## src/hdl/idfs_pkg.sv

```systemverilog
// ----------------------------------------------------------------------------
// idfs_pkg
// Shared types and constants of the identifier free stack.
// ----------------------------------------------------------------------------
package idfs_pkg;

  localparam int unsigned IdentW     = 10;
  localparam int unsigned FuncW      = 2;
  localparam int unsigned StatusW    = 2;
  localparam int unsigned FreeCountW = 11;
  localparam int unsigned MaxIdsDef  = 1024;

  typedef enum logic [FuncW-1:0] {
    FN_REFILL = 2'd0,
    FN_FREE   = 2'd1,
    FN_ALLOC  = 2'd2,
    FN_REMOVE = 2'd3
  } func_e;

  typedef enum logic [StatusW-1:0] {
    ST_OK        = 2'd0,
    ST_EMPTY     = 2'd1,
    ST_FULL      = 2'd2,
    ST_NOT_FOUND = 2'd3
  } status_e;

  typedef enum logic [3:0] {
    S_INIT,
    S_IDLE,
    S_REFILL,
    S_PUSH,
    S_POP,
    S_POP_WAIT,
    S_RM_RD,
    S_RM_CMP,
    S_MV_RD,
    S_MV_WR,
    S_RESP
  } state_e;

  typedef enum logic [1:0] {
    ADDR_IDX,
    ADDR_CNT,
    ADDR_TOP
  } addr_sel_e;

  typedef enum logic [1:0] {
    WD_IDX,
    WD_IDENT,
    WD_RDATA
  } wdata_sel_e;

  typedef enum logic [1:0] {
    CNT_HOLD,
    CNT_INC,
    CNT_DEC,
    CNT_FULL
  } cnt_op_e;

  // Commands from the controller to the datapath.
  typedef struct packed {
    logic       capture;
    logic       idx_inc;
    addr_sel_e  addr_sel;
    wdata_sel_e wdata_sel;
    logic       mem_we;
    cnt_op_e    cnt_op;
    logic       set_status;
    status_e    status_val;
    logic       got_load;
    logic       out_load;
  } cmd_t;

  // Status from the datapath to the controller.
  typedef struct packed {
    logic full;
    logic empty;
    logic idx_end;
    logic fill_last;
    logic match;
    logic out_ready;
  } stat_t;

endpackage

```

## src/hdl/idfs_ctrl.sv

```systemverilog
// ----------------------------------------------------------------------------
// idfs_ctrl
// Command sequencer of the identifier free stack.
// ----------------------------------------------------------------------------
module idfs_ctrl
  import idfs_pkg::*;
(
  input  logic              clk_i,
  input  logic              rst_ni,
  input  logic              in_valid_i,
  input  logic [FuncW-1:0]  func_i,
  output logic              in_stall_o,
  input  stat_t             stat_i,
  output cmd_t              cmd_o
);

  state_e state_q, state_d;
  func_e  func;

  assign func = func_e'(func_i);

  always_ff @(posedge clk_i or negedge rst_ni) begin
    if (!rst_ni) begin
      state_q <= S_INIT;
    end else begin
      state_q <= state_d;
    end
  end

  always_comb begin
    state_d        = state_q;
    cmd_o          = '0;
    cmd_o.addr_sel  = ADDR_IDX;
    cmd_o.wdata_sel = WD_IDX;
    cmd_o.cnt_op    = CNT_HOLD;
    cmd_o.status_val = ST_OK;
    in_stall_o     = 1'b1;

    unique case (state_q)
      S_INIT: begin
        // Load entry i with i after reset; no result is produced.
        cmd_o.mem_we  = 1'b1;
        cmd_o.idx_inc = 1'b1;
        if (stat_i.fill_last) begin
          cmd_o.cnt_op = CNT_FULL;
          state_d      = S_IDLE;
        end
      end
      S_IDLE: begin
        in_stall_o = 1'b0;
        if (in_valid_i) begin
          cmd_o.capture = 1'b1;
          unique case (func)
            FN_REFILL: state_d = S_REFILL;
            FN_FREE:   state_d = S_PUSH;
            FN_ALLOC:  state_d = S_POP;
            FN_REMOVE: begin
              cmd_o.set_status = 1'b1;
              cmd_o.status_val = ST_NOT_FOUND;
              state_d          = S_RM_RD;
            end
            default:   state_d = S_IDLE;
          endcase
        end
      end
      S_REFILL: begin
        cmd_o.mem_we  = 1'b1;
        cmd_o.idx_inc = 1'b1;
        if (stat_i.fill_last) begin
          cmd_o.cnt_op = CNT_FULL;
          state_d      = S_RESP;
        end
      end
      S_PUSH: begin
        if (stat_i.full) begin
          cmd_o.set_status = 1'b1;
          cmd_o.status_val = ST_FULL;
        end else begin
          cmd_o.addr_sel  = ADDR_CNT;
          cmd_o.wdata_sel = WD_IDENT;
          cmd_o.mem_we    = 1'b1;
          cmd_o.cnt_op    = CNT_INC;
        end
        state_d = S_RESP;
      end
      S_POP: begin
        if (stat_i.empty) begin
          cmd_o.set_status = 1'b1;
          cmd_o.status_val = ST_EMPTY;
          state_d          = S_RESP;
        end else begin
          cmd_o.addr_sel = ADDR_TOP;
          cmd_o.cnt_op   = CNT_DEC;
          state_d        = S_POP_WAIT;
        end
      end
      S_POP_WAIT: begin
        cmd_o.got_load = 1'b1;
        state_d        = S_RESP;
      end
      S_RM_RD: begin
        if (stat_i.idx_end) begin
          state_d = S_RESP;
        end else begin
          state_d = S_RM_CMP;
        end
      end
      S_RM_CMP: begin
        if (stat_i.match) begin
          cmd_o.set_status = 1'b1;
          cmd_o.status_val = ST_OK;
          state_d          = S_MV_RD;
        end else begin
          cmd_o.idx_inc = 1'b1;
          state_d       = S_RM_RD;
        end
      end
      S_MV_RD: begin
        cmd_o.addr_sel = ADDR_TOP;
        cmd_o.cnt_op   = CNT_DEC;
        state_d        = S_MV_WR;
      end
      S_MV_WR: begin
        // The top entry lands in the slot of the match.
        cmd_o.wdata_sel = WD_RDATA;
        cmd_o.mem_we    = 1'b1;
        state_d         = S_RESP;
      end
      S_RESP: begin
        if (stat_i.out_ready) begin
          cmd_o.out_load = 1'b1;
          state_d        = S_IDLE;
        end
      end
      default: state_d = S_IDLE;
    endcase
  end

`ifndef SYNTHESIS
  ast_push_not_full: assert property (@(posedge clk_i) disable iff (!rst_ni)
    (cmd_o.cnt_op == CNT_INC) |-> !stat_i.full)
    else $error("push issued on a full stack");
  ast_dec_not_empty: assert property (@(posedge clk_i) disable iff (!rst_ni)
    (cmd_o.cnt_op == CNT_DEC) |-> !stat_i.empty)
    else $error("count decrement on an empty stack");
  ast_result_once: assert property (@(posedge clk_i) disable iff (!rst_ni)
    cmd_o.out_load |=> (state_q == S_IDLE) && !cmd_o.out_load)
    else $error("result loaded twice for one command");
`endif

endmodule

```

## config.mk

```make
export PLATFORM = sky130hd
export DESIGN_NAME = idfs_ctrl
export DESIGN_NICKNAME = d
export VERILOG_FILES = /design/src/hdl/idfs_pkg.sv /design/src/hdl/idfs_ctrl.sv
export SDC_FILE = /design/constraint.sdc
export NUM_CORES = 1
export LEC_CHECK = 0
export ABC_AREA = 1
export BUFFER_PORTS_ARGS = -buffer_cell sky130_fd_sc_hd__buf_2
export CAP_MARGIN = 15
export CORE_AREA = 2 2 39 41
export DETAILED_ROUTE_END_ITERATION = 8
export DIE_AREA = 0 0 41 43
export PLACE_DENSITY = 0.64
export SYNTH_ARGS = -nofsm -noshare
export SYNTH_HDL_FRONTEND = slang
export SYNTH_SLANG_ARGS = --single-unit
```

## constraint.sdc

```tcl
create_clock -name clk_i -period 1.4 [get_ports clk_i]
set_input_delay 0.14 -clock clk_i [delete_from_list [all_inputs] [get_ports clk_i]]
set_output_delay 0.14 -clock clk_i [all_outputs]
set_load 0.005 [all_outputs]
```

==> results.cfg <==
[run_status]
status = finished, violations left
violations = negative setup slack

[setup_path]
worstReg2RegStart = state_q[3]
endpoint_kind = primary output
rrSetupSlack_ps = 40
crit_fanout = 6
worst-setup-path-type = register to primary output
r2r-end = state_q[3]
cp-start-kind = register
crit_arrival_ps = 1340
r2r_cells = 9
cp.required_ps = 1260

[drt]
firstDrtPassIters = 4
postRouteAntennaNets = 0
viasPerCell = 4.73
drc_errors = 0
wire_per_inst_um = 9.61
via_count = 677
drtIter0Drc = 9
routed_wl_um = 1370

[hold_path]
min_path_cells = 4
hp-class = input port to register
min_from = in_valid_i
hold_end = state_q[0]

[sta]
finalMaxSlewViolations = 0
finalClockSkew_ps = 2.46
hold_viol_final = 0
finalCritPeriodShare_pct = 106
setup_viol = 7
fmax_mhz = 677
fin_ws_ps = -77.7
max_slew.worst_pin.slew_ps = 170
rsz0062_at_grt = true
slew_headroom_pct = 88.7
period_needed_ps = 1480

[global_route]
grt_pass1_wl_um = 2200
gr-total-overflow = 0
antenna_found_initial = 0
grt_max_degree = 7
gr-usage-all-layers_pct = 17.9
grt_pass1_vias = 563

[final_layout]
largest_reg_flops = 4
fin_cells = 143
final_nets = 140
drive_above_1_share_pct = 48.8
largestRegisters = state_q: 4 flops
diodes = 0
top_register = state_q
area_delta_synth_final_pct = 62.3

[clock_network]
cts_tree = yes
clock_sinks = 4
cts_made_buffers = 3
clk_pin_slew_ps = 40
clkLatencyLatePin_ps = 230
htree_num_levels = 1
clock_tree.root_cell = clkbuf_4
clock_path_buffers = 2

[yosys]
ys_seq_area_share_pct = 20.7
netlist_area_um2 = 484
synthesis.nets = 102
postSynthCellCount = 91
yosysWarningCount = 0
synth_cell_types = 15
ys_ff_latch = 4
synth.avg_cell_area_um2 = 5.32

[placed_design]
dp.cells = 132
place.gp.congestion = 0.887
hpwlAfterDp_um = 1090
port-buffer-count = 25

[flow_run]
cap_violations = 0

[pwr]
max-vdd-ir-drop_mv = 0.906
power_uw = 1680
power_leakage_uw = 0.000497
p_per_area_nw_per_um2 = 2140

[floorplanning]
pin_count = 26
die_area_um2 = 1760
fp.dieW_um = 41
core_area_um2 = 1380
fp.dieH_um = 43
initial_utilization_pct = 35.0
fp-row-count = 14
==> worst max-delay path, stage by stage, from the launching register on <==
cell      delay (ps)
dfrtp_2          420
inv_2             60
nor2_4           150
nand3b_1         130
nand2_2          110
o21bai_1         100
buf_2            120
==> routing by layer <==
layer | up-vias | part of all wire (%) | wire (um) | global-route usage (%)
li1 | 353 | - | - | -
met1 | 310 | 43 | 593 | 22.5
met2 | 14 | 52 | 714 | 28.7
met3 | 0 | 4.8 | 66 | 6.28
met4 | 0 | 0 | 0 | 2.67
met5 | - | 0 | 0 | 0
==> power breakdown <==
group	internal (uW)	leakage (uW)	total [uW]	switching (uW)
Clock	95.4	0.0000138	136	40.2
Combinational	556	0.000438	1250	691
Sequential	187	0.0000454	296	109
Total	838	0.000497	1680	841
==> worst max path at each step <==
stage,slack (ps),endpoint,depth (start not counted),start
final,-80,cmd_o[6],6,state_q[2]
after global placement,50,cmd_o[4],6,state_q[3]
after CTS,-90,cmd_o[6],6,state_q[2]
after detailed placement,40,cmd_o[4],6,state_q[3]
after global routing,-180,cmd_o[6],6,state_q[3]
after floorplan,240,state_q[3],8,state_q[3]
==> cells in the final DEF (no fill, tap or decap) <==
cell and n:
nor2_1 10, o21ai_0 3, nand3_1 8, clkbuf_4 3, nand2_4 1, o21ai_2 1, buf_2 24, nor2_4 6
buf_6 2, a31oi_1 1, nand3b_1 2, dlygate4sd3_1 1, nand2_1 25, nor2_2 4, nand3_2 1, dfrtp_2 4
o21bai_1 1, buf_4 6, inv_2 7, inv_1 12, nand2_2 3, nand4_1 2
==> stage by stage <==
stage	hold WS [ps]	setup TNS [ps]	cell area (um2)	util (%)	worst slack (ps)
6_report	217	-332	786	56.8	-77.7
5_1_grt	251	-1250	786	56.8	-178
4_1_cts	215	-425	731	52.8	-94.8
3_5_place_dp	-50.3	0	629	45.5	43.4
3_3_place_gp	-52.6	0	629	45.5	48.6
2_1_floorplan	-156	0	484	-	243
==> repair_timing <==
action	CTS	global route
hold buffers	1	0
pin swaps	6	3
setup endpoints to repair	8	18
hold endpoints to repair	4	0
buffers inserted	6	1
gates resized for setup	12	16
==> final cells by class <==
cell class	instances	area (um2)
clock buffer	3	22.5
tap	16	20.0
fill	152	598
multi-input combinational	68	369
sequential	4	105
inverter	19	71.3
timing repair buffer	33	198
==> logic make-up (layout without fill, tap and decap cells) <==
| logic type | Yosys count | in the layout | synth area share, % |
|---|---|---|---|
| flops | 4 | 4 | 20.7 |
| compound gates | 6 | 6 | 6.98 |
| simple gates | 62 | 62 | 57.6 |
| buf+inv | 19 | 55 | 14.7 |
==> synthesized netlist by cell type <==
cell type,instances,area share [%]
a31oi_1,1,1.3
dfrtp_1,4,21
inv_1,17,13
inv_2,2,1.6
nand2_1,28,22
nand2_2,1,1.3
nand3_1,8,8.3
nand3_2,1,2.1
nand3b_1,2,3.1
nand4_1,2,2.6
nor2_1,16,12
nor2_2,3,3.9
nor2_4,1,2.3
o21ai_0,4,4.1
o21bai_1,1,1.6
Power figures use the tool's default switching activity.
